===== src/rtl/bbc_pkg.sv =====
`timescale 1ns / 1ps
package bbc_pkg;

  localparam int ENTRIES  = 16;
  localparam int IDX_W    = $clog2(ENTRIES);
  localparam int CNT_W    = $clog2(ENTRIES + 1);
  localparam logic [IDX_W-1:0] LAST_IDX = IDX_W'(ENTRIES - 1);

  localparam int ID_W     = 32;
  localparam int BYTES_W  = 32;
  localparam int TIME_W   = 48;
  localparam int TOTAL_W  = 36;
  localparam int ALU_W    = 48;
  localparam int APB_AW   = 4;
  localparam int APB_DW   = 64;

  localparam logic [TOTAL_W-1:0] BUDGET_RST  = TOTAL_W'(64'd268435456);
  localparam logic [TIME_W-1:0]  TIMEOUT_RST = TIME_W'(64'd30000000000);

  typedef logic [IDX_W-1:0] idx_t;
  typedef logic [CNT_W-1:0] cnt_t;

  typedef enum logic [1:0] {
    OP_LOOKUP = 2'd0,
    OP_INSERT = 2'd1,
    OP_UNLOAD = 2'd2,
    OP_TRIM   = 2'd3
  } op_t;

  typedef enum logic [2:0] {
    ST_HIT       = 3'd0,
    ST_MISS      = 3'd1,
    ST_INSERTED  = 3'd2,
    ST_INS_OVER  = 3'd3,
    ST_UNLOADED  = 3'd4,
    ST_EVICTED   = 3'd5,
    ST_TRIM_DONE = 3'd6,
    ST_NOT_FOUND = 3'd7
  } status_t;

  typedef enum logic [0:0] {
    REG_BUDGET  = 1'b0,
    REG_TIMEOUT = 1'b1
  } reg_idx_t;

  typedef enum logic [1:0] {
    ALU_EQ   = 2'd0,
    ALU_LT   = 2'd1,
    ALU_IDLE = 2'd2,
    ALU_OVER = 2'd3
  } alu_mode_t;

  typedef struct packed {
    alu_mode_t        mode;
    logic [ALU_W-1:0] a;
    logic [ALU_W-1:0] b;
    logic [ALU_W-1:0] c;
  } alu_req_t;

  typedef struct packed {
    logic [ID_W-1:0]    id;
    logic [BYTES_W-1:0] bytes;
    logic [TIME_W-1:0]  stamp;
  } slot_t;

  typedef struct packed {
    logic  we;
    idx_t  waddr;
    slot_t wdata;
    logic  vset;
    logic  vclr;
    idx_t  vidx;
  } store_cmd_t;

  typedef enum logic [3:0] {
    S_IDLE,
    S_FIND,
    S_FIND_DONE,
    S_CHECK,
    S_EVICT,
    S_EVICT_DONE,
    S_PLACE,
    S_TRIM,
    S_TRIM_DONE
  } state_t;

endpackage


===== src/rtl/bbc_alu.sv =====
`timescale 1ns / 1ps
module bbc_alu (
  input  bbc_pkg::alu_req_t req,
  output logic              flag
);
  import bbc_pkg::*;

  logic [ALU_W-1:0] diff;
  logic [ALU_W:0]   sum;
  logic             a_ge_b;

  assign diff   = req.a - req.b;
  assign sum    = {1'b0, req.a} + {1'b0, req.b};
  assign a_ge_b = (req.a >= req.b);

  always_comb begin
    unique case (req.mode)
      ALU_EQ:   flag = (req.a == req.b);
      ALU_LT:   flag = !a_ge_b;
      // not idle when the stored stamp lies in the future
      ALU_IDLE: flag = a_ge_b && (diff > req.c);
      ALU_OVER: flag = (sum > {1'b0, req.c});
      default:  flag = 1'b0;
    endcase
  end

endmodule


===== src/rtl/bbc_slot_store.sv =====
`timescale 1ns / 1ps
module bbc_slot_store (
  input  logic                 clk,
  input  logic                 rst_n,
  input  bbc_pkg::store_cmd_t  cmd,
  input  bbc_pkg::idx_t        rd_addr,
  output bbc_pkg::slot_t       rd_data,
  output logic [bbc_pkg::ENTRIES-1:0] valid
);
  import bbc_pkg::*;

  slot_t               slot_mem_r [ENTRIES];
  slot_t               rd_data_r;
  logic [ENTRIES-1:0]  valid_r;

  always_ff @(posedge clk) begin
    if (!rst_n) begin
      valid_r <= '0;
    end else if (cmd.vset) begin
      valid_r[cmd.vidx] <= 1'b1;
    end else if (cmd.vclr) begin
      valid_r[cmd.vidx] <= 1'b0;
    end
  end

  always_ff @(posedge clk) begin
    if (cmd.we) begin
      slot_mem_r[cmd.waddr] <= cmd.wdata;
    end
    rd_data_r <= slot_mem_r[rd_addr];
  end

  assign rd_data = rd_data_r;
  assign valid   = valid_r;

endmodule


===== src/rtl/bbc_ctrl.sv =====
`timescale 1ns / 1ps
module bbc_ctrl (
  input  logic                          clk,
  input  logic                          rst_n,
  input  logic                          start,
  output logic                          busy,
  input  logic [1:0]                    in_operation,
  input  logic [bbc_pkg::ID_W-1:0]      in_asset_id,
  input  logic [bbc_pkg::BYTES_W-1:0]   in_entry_bytes,
  input  logic [bbc_pkg::TIME_W-1:0]    in_now_time,
  input  logic [bbc_pkg::TOTAL_W-1:0]   budget,
  input  logic [bbc_pkg::TIME_W-1:0]    timeout,
  output bbc_pkg::store_cmd_t           cmd,
  output bbc_pkg::idx_t                 rd_addr,
  input  bbc_pkg::slot_t                rd_data,
  input  logic [bbc_pkg::ENTRIES-1:0]   valid,
  output bbc_pkg::alu_req_t             alu_req,
  input  logic                          alu_flag,
  output logic                          out_valid,
  output logic [2:0]                    out_status,
  output logic [bbc_pkg::ID_W-1:0]      out_result_id,
  output logic [bbc_pkg::BYTES_W-1:0]   out_result_bytes,
  output logic [bbc_pkg::TOTAL_W-1:0]   out_total_bytes,
  output logic                          out_last
);
  import bbc_pkg::*;

  state_t               state_r, state_nxt;
  op_t                  op_r, op_nxt;
  logic [ID_W-1:0]      id_r, id_nxt;
  logic [BYTES_W-1:0]   bytes_r, bytes_nxt;
  logic [TIME_W-1:0]    now_r, now_nxt;
  cnt_t                 iss_r, iss_nxt;
  logic                 dat_v_r, dat_v_nxt;
  idx_t                 dat_idx_r, dat_idx_nxt;
  logic                 match_v_r, match_v_nxt;
  idx_t                 match_idx_r, match_idx_nxt;
  logic [BYTES_W-1:0]   match_bytes_r, match_bytes_nxt;
  logic                 best_v_r, best_v_nxt;
  idx_t                 best_idx_r, best_idx_nxt;
  logic [TIME_W-1:0]    best_time_r, best_time_nxt;
  logic [ID_W-1:0]      best_id_r, best_id_nxt;
  logic [BYTES_W-1:0]   best_bytes_r, best_bytes_nxt;
  logic                 over_r, over_nxt;
  idx_t                 place_idx_r, place_idx_nxt;
  logic [TOTAL_W-1:0]   total_r, total_nxt;
  cnt_t                 cnt_r, cnt_nxt;
  logic                 out_v_r, out_v_nxt;
  status_t              out_status_r, out_status_nxt;
  logic [ID_W-1:0]      out_id_r, out_id_nxt;
  logic [BYTES_W-1:0]   out_bytes_r, out_bytes_nxt;
  logic [TOTAL_W-1:0]   out_total_r, out_total_nxt;
  logic                 out_last_r, out_last_nxt;

  logic                 cur_valid;
  logic                 last_el;

  function automatic logic [TOTAL_W-1:0] sat_sub(input logic [TOTAL_W-1:0] t,
                                                 input logic [BYTES_W-1:0] b);
    logic [TOTAL_W-1:0] bx;
    bx = TOTAL_W'(b);
    return (bx > t) ? '0 : t - bx;
  endfunction

  function automatic logic [TOTAL_W-1:0] sat_add(input logic [TOTAL_W-1:0] t,
                                                 input logic [BYTES_W-1:0] b);
    logic [TOTAL_W:0] s;
    s = {1'b0, t} + (TOTAL_W + 1)'(b);
    return s[TOTAL_W] ? '1 : s[TOTAL_W-1:0];
  endfunction

  assign rd_addr   = iss_r[IDX_W-1:0];
  assign cur_valid = dat_v_r && valid[dat_idx_r];
  assign last_el   = dat_v_r && (dat_idx_r == LAST_IDX);
  assign busy      = (state_r != S_IDLE);

  always_ff @(posedge clk) begin
    if (!rst_n) begin
      state_r  <= S_IDLE;
      total_r  <= '0;
      cnt_r    <= '0;
      out_v_r  <= 1'b0;
      dat_v_r  <= 1'b0;
    end else begin
      state_r  <= state_nxt;
      total_r  <= total_nxt;
      cnt_r    <= cnt_nxt;
      out_v_r  <= out_v_nxt;
      dat_v_r  <= dat_v_nxt;
    end
  end

  always_ff @(posedge clk) begin
    op_r          <= op_nxt;
    id_r          <= id_nxt;
    bytes_r       <= bytes_nxt;
    now_r         <= now_nxt;
    iss_r         <= iss_nxt;
    dat_idx_r     <= dat_idx_nxt;
    match_v_r     <= match_v_nxt;
    match_idx_r   <= match_idx_nxt;
    match_bytes_r <= match_bytes_nxt;
    best_v_r      <= best_v_nxt;
    best_idx_r    <= best_idx_nxt;
    best_time_r   <= best_time_nxt;
    best_id_r     <= best_id_nxt;
    best_bytes_r  <= best_bytes_nxt;
    over_r        <= over_nxt;
    place_idx_r   <= place_idx_nxt;
    out_status_r  <= out_status_nxt;
    out_id_r      <= out_id_nxt;
    out_bytes_r   <= out_bytes_nxt;
    out_total_r   <= out_total_nxt;
    out_last_r    <= out_last_nxt;
  end

  always_comb begin
    state_nxt       = state_r;
    op_nxt          = op_r;
    id_nxt          = id_r;
    bytes_nxt       = bytes_r;
    now_nxt         = now_r;
    iss_nxt         = iss_r;
    dat_v_nxt       = 1'b0;
    dat_idx_nxt     = dat_idx_r;
    match_v_nxt     = match_v_r;
    match_idx_nxt   = match_idx_r;
    match_bytes_nxt = match_bytes_r;
    best_v_nxt      = best_v_r;
    best_idx_nxt    = best_idx_r;
    best_time_nxt   = best_time_r;
    best_id_nxt     = best_id_r;
    best_bytes_nxt  = best_bytes_r;
    over_nxt        = over_r;
    place_idx_nxt   = place_idx_r;
    total_nxt       = total_r;
    cnt_nxt         = cnt_r;
    out_v_nxt       = 1'b0;
    out_status_nxt  = out_status_r;
    out_id_nxt      = out_id_r;
    out_bytes_nxt   = out_bytes_r;
    out_total_nxt   = out_total_r;
    out_last_nxt    = out_last_r;
    cmd             = '0;
    alu_req         = '{mode: ALU_EQ, a: '0, b: '0, c: '0};

    // scan states issue one slot read a cycle; data comes back in the next cycle
    if (state_r == S_FIND || state_r == S_EVICT || state_r == S_TRIM) begin
      if (iss_r < CNT_W'(ENTRIES)) begin
        iss_nxt     = iss_r + CNT_W'(1);
        dat_v_nxt   = 1'b1;
        dat_idx_nxt = iss_r[IDX_W-1:0];
      end
    end

    unique case (state_r)
      S_IDLE: begin
        if (start) begin
          op_nxt      = op_t'(in_operation);
          id_nxt      = in_asset_id;
          bytes_nxt   = in_entry_bytes;
          now_nxt     = in_now_time;
          iss_nxt     = '0;
          match_v_nxt = 1'b0;
          state_nxt   = (op_t'(in_operation) == OP_TRIM) ? S_TRIM : S_FIND;
        end
      end

      S_FIND: begin
        alu_req = '{mode: ALU_EQ, a: ALU_W'(rd_data.id), b: ALU_W'(id_r), c: '0};
        if (cur_valid && alu_flag && !match_v_r) begin
          match_v_nxt     = 1'b1;
          match_idx_nxt   = dat_idx_r;
          match_bytes_nxt = rd_data.bytes;
        end
        if (last_el) begin
          state_nxt = S_FIND_DONE;
        end
      end

      S_FIND_DONE: begin
        out_id_nxt = id_r;
        unique case (op_r)
          OP_LOOKUP: begin
            out_v_nxt     = 1'b1;
            out_last_nxt  = 1'b1;
            out_total_nxt = total_r;
            if (match_v_r) begin
              cmd.we         = 1'b1;
              cmd.waddr      = match_idx_r;
              cmd.wdata      = '{id: id_r, bytes: match_bytes_r, stamp: now_r};
              out_status_nxt = ST_HIT;
              out_bytes_nxt  = match_bytes_r;
            end else begin
              out_status_nxt = ST_MISS;
              out_bytes_nxt  = '0;
            end
            state_nxt = S_IDLE;
          end
          OP_UNLOAD: begin
            out_v_nxt    = 1'b1;
            out_last_nxt = 1'b1;
            if (match_v_r) begin
              cmd.vclr       = 1'b1;
              cmd.vidx       = match_idx_r;
              cnt_nxt        = cnt_r - CNT_W'(1);
              total_nxt      = sat_sub(total_r, match_bytes_r);
              out_status_nxt = ST_UNLOADED;
              out_bytes_nxt  = match_bytes_r;
            end else begin
              out_status_nxt = ST_NOT_FOUND;
              out_bytes_nxt  = '0;
            end
            out_total_nxt = total_nxt;
            state_nxt     = S_IDLE;
          end
          OP_INSERT: begin
            // drop an old copy of the id without a result
            if (match_v_r) begin
              cmd.vclr  = 1'b1;
              cmd.vidx  = match_idx_r;
              cnt_nxt   = cnt_r - CNT_W'(1);
              total_nxt = sat_sub(total_r, match_bytes_r);
            end
            state_nxt = S_CHECK;
          end
          default: begin
            state_nxt = S_IDLE;
          end
        endcase
      end

      S_CHECK: begin
        alu_req = '{mode: ALU_OVER, a: ALU_W'(total_r), b: ALU_W'(bytes_r),
                    c: ALU_W'(budget)};
        if ((alu_flag && cnt_r != '0) || cnt_r == CNT_W'(ENTRIES)) begin
          iss_nxt    = '0;
          best_v_nxt = 1'b0;
          state_nxt  = S_EVICT;
        end else begin
          over_nxt      = alu_flag;
          place_idx_nxt = '0;
          state_nxt     = S_PLACE;
        end
      end

      S_EVICT: begin
        alu_req = '{mode: ALU_LT, a: ALU_W'(rd_data.stamp), b: ALU_W'(best_time_r),
                    c: '0};
        // strict compare keeps the lowest slot on a tie
        if (cur_valid && (!best_v_r || alu_flag)) begin
          best_v_nxt     = 1'b1;
          best_idx_nxt   = dat_idx_r;
          best_time_nxt  = rd_data.stamp;
          best_id_nxt    = rd_data.id;
          best_bytes_nxt = rd_data.bytes;
        end
        if (last_el) begin
          state_nxt = S_EVICT_DONE;
        end
      end

      S_EVICT_DONE: begin
        if (best_v_r) begin
          cmd.vclr       = 1'b1;
          cmd.vidx       = best_idx_r;
          cnt_nxt        = cnt_r - CNT_W'(1);
          total_nxt      = sat_sub(total_r, best_bytes_r);
          out_v_nxt      = 1'b1;
          out_last_nxt   = 1'b0;
          out_status_nxt = ST_EVICTED;
          out_id_nxt     = best_id_r;
          out_bytes_nxt  = best_bytes_r;
          out_total_nxt  = total_nxt;
        end
        state_nxt = S_CHECK;
      end

      S_PLACE: begin
        if (!valid[place_idx_r] || place_idx_r == LAST_IDX) begin
          if (!valid[place_idx_r]) begin
            cmd.we    = 1'b1;
            cmd.waddr = place_idx_r;
            cmd.wdata = '{id: id_r, bytes: bytes_r, stamp: now_r};
            cmd.vset  = 1'b1;
            cmd.vidx  = place_idx_r;
            cnt_nxt   = cnt_r + CNT_W'(1);
          end
          total_nxt      = sat_add(total_r, bytes_r);
          out_v_nxt      = 1'b1;
          out_last_nxt   = 1'b1;
          out_status_nxt = over_r ? ST_INS_OVER : ST_INSERTED;
          out_id_nxt     = id_r;
          out_bytes_nxt  = bytes_r;
          out_total_nxt  = total_nxt;
          state_nxt      = S_IDLE;
        end else begin
          place_idx_nxt = place_idx_r + IDX_W'(1);
        end
      end

      S_TRIM: begin
        alu_req = '{mode: ALU_IDLE, a: ALU_W'(now_r), b: ALU_W'(rd_data.stamp),
                    c: ALU_W'(timeout)};
        if (cur_valid && alu_flag) begin
          cmd.vclr       = 1'b1;
          cmd.vidx       = dat_idx_r;
          cnt_nxt        = cnt_r - CNT_W'(1);
          total_nxt      = sat_sub(total_r, rd_data.bytes);
          out_v_nxt      = 1'b1;
          out_last_nxt   = 1'b0;
          out_status_nxt = ST_EVICTED;
          out_id_nxt     = rd_data.id;
          out_bytes_nxt  = rd_data.bytes;
          out_total_nxt  = total_nxt;
        end
        if (last_el) begin
          state_nxt = S_TRIM_DONE;
        end
      end

      S_TRIM_DONE: begin
        out_v_nxt      = 1'b1;
        out_last_nxt   = 1'b1;
        out_status_nxt = ST_TRIM_DONE;
        out_id_nxt     = '0;
        out_bytes_nxt  = '0;
        out_total_nxt  = total_r;
        state_nxt      = S_IDLE;
      end

      default: begin
        state_nxt = S_IDLE;
      end
    endcase
  end

  assign out_valid        = out_v_r;
  assign out_status       = out_status_r;
  assign out_result_id    = out_id_r;
  assign out_result_bytes = out_bytes_r;
  assign out_total_bytes  = out_total_r;
  assign out_last         = out_last_r;

endmodule


===== src/rtl/byte_budget_lru_cache_top.sv =====
`timescale 1ns / 1ps
// Byte-budgeted LRU cache table with idle expiry.
//
// Input channel: drive in_operation, in_asset_id, in_entry_bytes and in_now_time
// with start; the item is taken at a rising edge with start high and busy low.
// busy drops in the cycle that shows the last result of the item, and the next
// item may be taken in that same cycle.
// Result channel: every result is shown for exactly one cycle with out_valid
// high; out_last marks the final result of an item. The receiver cannot stall,
// so results are simply dropped onto the ports one per cycle when ready.
// Configuration: APB-style port, budget at byte address 0, idle timeout at
// byte address 8, 64-bit data, pready tied high. Write only while busy is low.
// Scans: each slot scan reads the slot memory one entry a cycle through one
// shared compare unit. Lookup and unload run one id scan, trim one idle scan.
// Insert runs the id scan, then one eviction scan per evicted entry, then a
// search from slot 0 upward for the lowest free slot; evict results follow
// each eviction scan. A new item is taken only once the last one is done.
// Reset (rst_n low, synchronous) clears all slot valid bits, the byte total
// and the configuration registers to their defaults; no clearing pass is needed.
module byte_budget_lru_cache_top (
  input  logic                               clk,
  input  logic                               rst_n,
  input  logic                               start,
  output logic                               busy,
  input  logic [1:0]                         in_operation,
  input  logic [bbc_pkg::ID_W-1:0]           in_asset_id,
  input  logic [bbc_pkg::BYTES_W-1:0]        in_entry_bytes,
  input  logic [bbc_pkg::TIME_W-1:0]         in_now_time,
  output logic                               out_valid,
  output logic [2:0]                         out_status,
  output logic [bbc_pkg::ID_W-1:0]           out_result_id,
  output logic [bbc_pkg::BYTES_W-1:0]        out_result_bytes,
  output logic [bbc_pkg::TOTAL_W-1:0]        out_total_bytes,
  output logic                               out_last,
  input  logic                               psel,
  input  logic                               penable,
  input  logic                               pwrite,
  input  logic [bbc_pkg::APB_AW-1:0]         paddr,
  input  logic [bbc_pkg::APB_DW-1:0]         pwdata,
  output logic [bbc_pkg::APB_DW-1:0]         prdata,
  output logic                               pready
);
  import bbc_pkg::*;

  logic [TOTAL_W-1:0] budget_r, budget_nxt;
  logic [TIME_W-1:0]  timeout_r, timeout_nxt;
  reg_idx_t           reg_sel;
  logic               cfg_wr;

  store_cmd_t          cmd;
  idx_t                rd_addr;
  slot_t               rd_data;
  logic [ENTRIES-1:0]  valid;
  alu_req_t            alu_req;
  logic                alu_flag;

  // Registers sit on 8-byte boundaries; the top address bit picks one.
  assign reg_sel = reg_idx_t'(paddr[APB_AW-1]);
  assign cfg_wr  = psel && penable && pwrite;
  assign pready  = 1'b1;

  always_comb begin
    budget_nxt  = budget_r;
    timeout_nxt = timeout_r;
    prdata      = '0;
    unique case (reg_sel)
      REG_BUDGET: begin
        prdata = APB_DW'(budget_r);
        if (cfg_wr) begin
          budget_nxt = pwdata[TOTAL_W-1:0];
        end
      end
      REG_TIMEOUT: begin
        prdata = APB_DW'(timeout_r);
        if (cfg_wr) begin
          timeout_nxt = pwdata[TIME_W-1:0];
        end
      end
      default: begin
        prdata = '0;
      end
    endcase
  end

  always_ff @(posedge clk) begin
    if (!rst_n) begin
      budget_r  <= BUDGET_RST;
      timeout_r <= TIMEOUT_RST;
    end else begin
      budget_r  <= budget_nxt;
      timeout_r <= timeout_nxt;
    end
  end

  // Slot table: valid flops plus one read port, one write port memory.
  bbc_slot_store u_store (
    .clk     (clk),
    .rst_n   (rst_n),
    .cmd     (cmd),
    .rd_addr (rd_addr),
    .rd_data (rd_data),
    .valid   (valid)
  );

  // Shared compare unit: id match, LRU order, idle test and budget test.
  bbc_alu u_alu (
    .req  (alu_req),
    .flag (alu_flag)
  );

  // Sequencer: scans, evictions, placement and result generation.
  bbc_ctrl u_ctrl (
    .clk              (clk),
    .rst_n            (rst_n),
    .start            (start),
    .busy             (busy),
    .in_operation     (in_operation),
    .in_asset_id      (in_asset_id),
    .in_entry_bytes   (in_entry_bytes),
    .in_now_time      (in_now_time),
    .budget           (budget_r),
    .timeout          (timeout_r),
    .cmd              (cmd),
    .rd_addr          (rd_addr),
    .rd_data          (rd_data),
    .valid            (valid),
    .alu_req          (alu_req),
    .alu_flag         (alu_flag),
    .out_valid        (out_valid),
    .out_status       (out_status),
    .out_result_id    (out_result_id),
    .out_result_bytes (out_result_bytes),
    .out_total_bytes  (out_total_bytes),
    .out_last         (out_last)
  );

endmodule


===== config.mk =====
export PLATFORM = sky130hd
export DESIGN_NAME = byte_budget_lru_cache_top
export DESIGN_NICKNAME = d
export VERILOG_FILES = /design/src/rtl/bbc_pkg.sv /design/src/rtl/bbc_alu.sv /design/src/rtl/bbc_slot_store.sv /design/src/rtl/bbc_ctrl.sv /design/src/rtl/byte_budget_lru_cache_top.sv
export SDC_FILE = /design/constraint.sdc
export NUM_CORES = 2
export LEC_CHECK = 0
export ABC_CLOCK_PERIOD_IN_PS = 16700
export BUFFER_PORTS_ARGS = -buffer_cell sky130_fd_sc_hd__buf_2
export CAP_MARGIN = 20
export CORE_UTILIZATION = 48
export CTS_BUF_LIST = sky130_fd_sc_hd__clkbuf_16
export CTS_CLUSTER_DIAMETER = 150
export DETAILED_ROUTE_END_ITERATION = 8
export HOLD_SLACK_MARGIN = 0.1
export PLACE_DENSITY_LB_ADDON = 0.2
export SLEW_MARGIN = 20
export SYNTH_ARGS = -nofsm -noshare
export SYNTH_HDL_FRONTEND = slang
export SYNTH_SLANG_ARGS = --single-unit

===== constraint.sdc =====
create_clock -name clk -period 16.7 [get_ports clk]
set_input_delay 0.835 -clock clk [delete_from_list [all_inputs] [get_ports clk]]
set_output_delay 0.835 -clock clk [all_outputs]
set_load 0.1 [all_outputs]

==> results.sh <==
export IMPL_worst_pin_slew_ns=1.34
export IMPL_whs_ns=0.146
export IMPL_finalClockSkew_ns=0.0622
export IMPL_yosysSeqAreaShare_pct=65.0
export IMPL_cts_buffer_depth=3
export IMPL_power_density_nw_per_um2=189
export IMPL_worstSetupStartpoint="u_ctrl.state_r[1]"
export IMPL_hold_path_startpoint="in_asset_id[25]"
export IMPL_routedWlPerCell_um=31.8
export IMPL_synth_edf_count=2173
export IMPL_syn_instance_count=6959
export IMPL_cts_resized=0
export IMPL_grt_pass1_wl_mm=476
export IMPL_cts_htree_levels=4
export IMPL_wirelength_mm=337
export IMPL_antenna_found_initial=24
export IMPL_hp_class="input pin to register"
export IMPL_cpMaxStageDelayCell="dfxtp_1"
export IMPL_fin_nets=7898
export IMPL_tns_ns=0
export IMPL_reg2reg_from="u_ctrl.state_r[1]"
export IMPL_cts_buffers=239
export IMPL_cp_arrival_ns=11.89
export IMPL_place_area_um2=114000
export IMPL_rows=174
export IMPL_place_ws_ns=5.54
export IMPL_ios=359
export IMPL_grt_start_max_net_pins=151
export IMPL_synth_largest_area_cell="edfxtp_1"
export IMPL_final_setup_worst_slack_ns=5.30
export IMPL_cp_num_buf_inv=5
export IMPL_fin_cells=10600
export IMPL_critPathCaptureType="register"
export IMPL_synthTopCellsByArea="edfxtp_1, mux4_2, dfxtp_1"
export IMPL_yosys_warnings=0
export IMPL_rsz0062_at_grt="false"
export IMPL_max_clock_freq_ghz=0.0878
export IMPL_status="finished, violations left"
export IMPL_place_inst=10000
export IMPL_min_period_ns=11.40
export IMPL_multiInputGateArea_um2=35700
export IMPL_worstSkewPairLatency_ns=0.91
export IMPL_drt_first_pass_iters=9
export IMPL_clockRootBuffer="clkbuf_16"
export IMPL_viasPerCell=6.37
export IMPL_worst_path_most_repeated_cell="a21oi_1"
export IMPL_drc=2
export IMPL_hold_buffers=92
export IMPL_path_max_fanout=64
export IMPL_finalCoreUtilization_pct=54.6
export IMPL_drive_above_1_share_pct=20.2
export IMPL_critical_path_top_delay_family="compound AO/OA/AOI/OAI gates"
export IMPL_cpPeakStageDelay_ns=0.79
export IMPL_synth_seq_cells=2437
export IMPL_post_dp_hpwl_mm=215
export IMPL_dieArea_um2=228000
export IMPL_num_vias=67500
export IMPL_synth_async_reset_ratio_pct=0
export IMPL_yosysUniqueCellTypes=91
export IMPL_overflow=0
export IMPL_gp_congestion=0.967
export IMPL_post_route_period_util_pct=68.2
export IMPL_finalMaxSlewViolations=0
export IMPL_slew_headroom_pct=10.6
export IMPL_finalHoldViolations=0
export IMPL_start_kind="register"
export IMPL_p_leak_nw=42.1
export IMPL_cts_num_sinks=2437
export IMPL_power_mw=23.2
export IMPL_drv_cap=0
export IMPL_grtUsageTotal_pct=29.2
export IMPL_fillCellCount=17800
export IMPL_yosys_area_top_type_share_pct=60.1
export IMPL_worstPathRequired_ns=17.20
export IMPL_synth_ff_type="edfxtp_1"
export IMPL_violations="design-rule violations"
export IMPL_initial_core_util_pct=48.3
export IMPL_fp_coreArea_um2=225000
export IMPL_ir_drop_uv=160
export IMPL_area_growth_pct=13.0
export IMPL_fin_area_um2=123000
export IMPL_grt_pass1_vias=64600
export IMPL_syn_area_um2=109000
export IMPL_clk_pin_slew_ns=0.06
export IMPL_die_width_um=478
export IMPL_timing_worst_setup_path_type="register to register"
export IMPL_die_height_um=478
export IMPL_cts_tree="built"
export IMPL_synth_area_per_cell_um2=15.6
export IMPL_seq_area_um2=70600
export IMPL_setup_violations=0
export IMPL_cts_setup_buffers=0
export IMPL_drtIter0Drc=8487
export IMPL_antenna_left=0
export IMPL_io_buffers=322
-- cells in the mapped netlist (21+ instances only) --
master and number:
a211o_1 21, nor2_1 278, ha_1 328, a22o_1 51, a211oi_1 39, a221oi_1 41, a21o_1 69, mux4_2 569
clkbuf_1 265, nand3_1 72, nor2b_1 34, buf_1 91, xnor2_1 138, o21ai_0 270, a21oi_1 371, and2_1 114
mux2i_1 91, o21a_1 41, o21bai_1 43, a222oi_1 66, nand2b_1 47, mux2_2 73, edfxtp_1 2173, xor2_1 52
dfxtp_1 264, nor4_1 22, nor3_1 67, nand4_1 49, a22oi_1 59, o221ai_1 26, nand2_1 469, a31oi_1 35
o211ai_1 33, inv_1 279
-- final timing paths --
path	to	slack [ns]	depth (start not counted)
setup / recovery	u_ctrl.best_time_r[30]	5.30	32
hold / removal	u_ctrl.id_r[25]	0.15	1
setup reg to reg	u_ctrl.best_time_r[30]	5.30	32
hold reg to reg	budget_r[13]	0.47	2
-- where the power goes --
group          internal [mW]  switching, mW
clock                   2.99           2.35
sequential              7.32          0.669
combinational           3.73           6.14
-- layout make-up --
| cell class | count | area share, % |
|---|---|---|
| flip-flops and latches | 2437 | 57.5 |
| multi-input cells | 3876 | 29.1 |
| clock buffers | 239 | 4.88 |
| well taps | 2992 | 3.05 |
| repair buffers | 539 | 3.04 |
| clock inverters | 215 | 1.51 |
| inverters | 282 | 0.872 |
| diodes | 14 | 0.0286 |
-- cells by family after synthesis --
family	count (synthesis)	synth area share [%]
AO/OA/AOI/OAI	1332	8.22
other	2	0.00692
XOR/XNOR	190	1.53
adder cells (fa/ha/maj)	335	3.91
buffers and inverters	661	2.37
multiplexers	733	13.4
flip-flops	2437	65.0
AND/OR/NAND/NOR	1269	5.57
-- routing by layer --
layer | vias to the layer above | GRT usage [%] | part of all wire (%) | routed length [µm]
li1 | 28400 | - | - | -
met1 | 35100 | 42.5 | 42 | 140000
met2 | 3478 | 43.5 | 45 | 150000
met3 | 513 | 5.10 | 9.3 | 31300
met4 | 6 | 12.0 | 4.6 | 15500
met5 | - | 0 | 0.012 | 41
-- layout by cell type, fill, tap and decap left out, types with 51 or more instances in the layout --
cell / n
buf_4: 106
dfxtp_1: 259
xnor2_1: 138
a21o_1: 69
edfxtp_1: 2173
a222oi_1: 66
nor2_1: 258
nand2_1: 468
dlygate4sd3_1: 92
and2_1: 112
a22o_1: 51
mux4_2: 569
nor3_1: 63
nand3_1: 72
xor2_1: 52
a22oi_1: 59
mux2_2: 73
a21oi_1: 370
o21ai_0: 270
ha_1: 328
clkbuf_16: 239
buf_2: 321
inv_1: 338
mux2i_1: 91
-- registers in the layout, indices dropped and copies added (netlist names), 36 cells and up, named ones only --
name,flops
u_ctrl.total_r,36
u_store.slot_mem_r,1792
u_ctrl.out_total_bytes,36
timeout_r,48
budget_r,36
u_ctrl.now_r,48
u_ctrl.best_time_r,48
u_store.rd_data,112
Power figures use the tool's default switching activity.
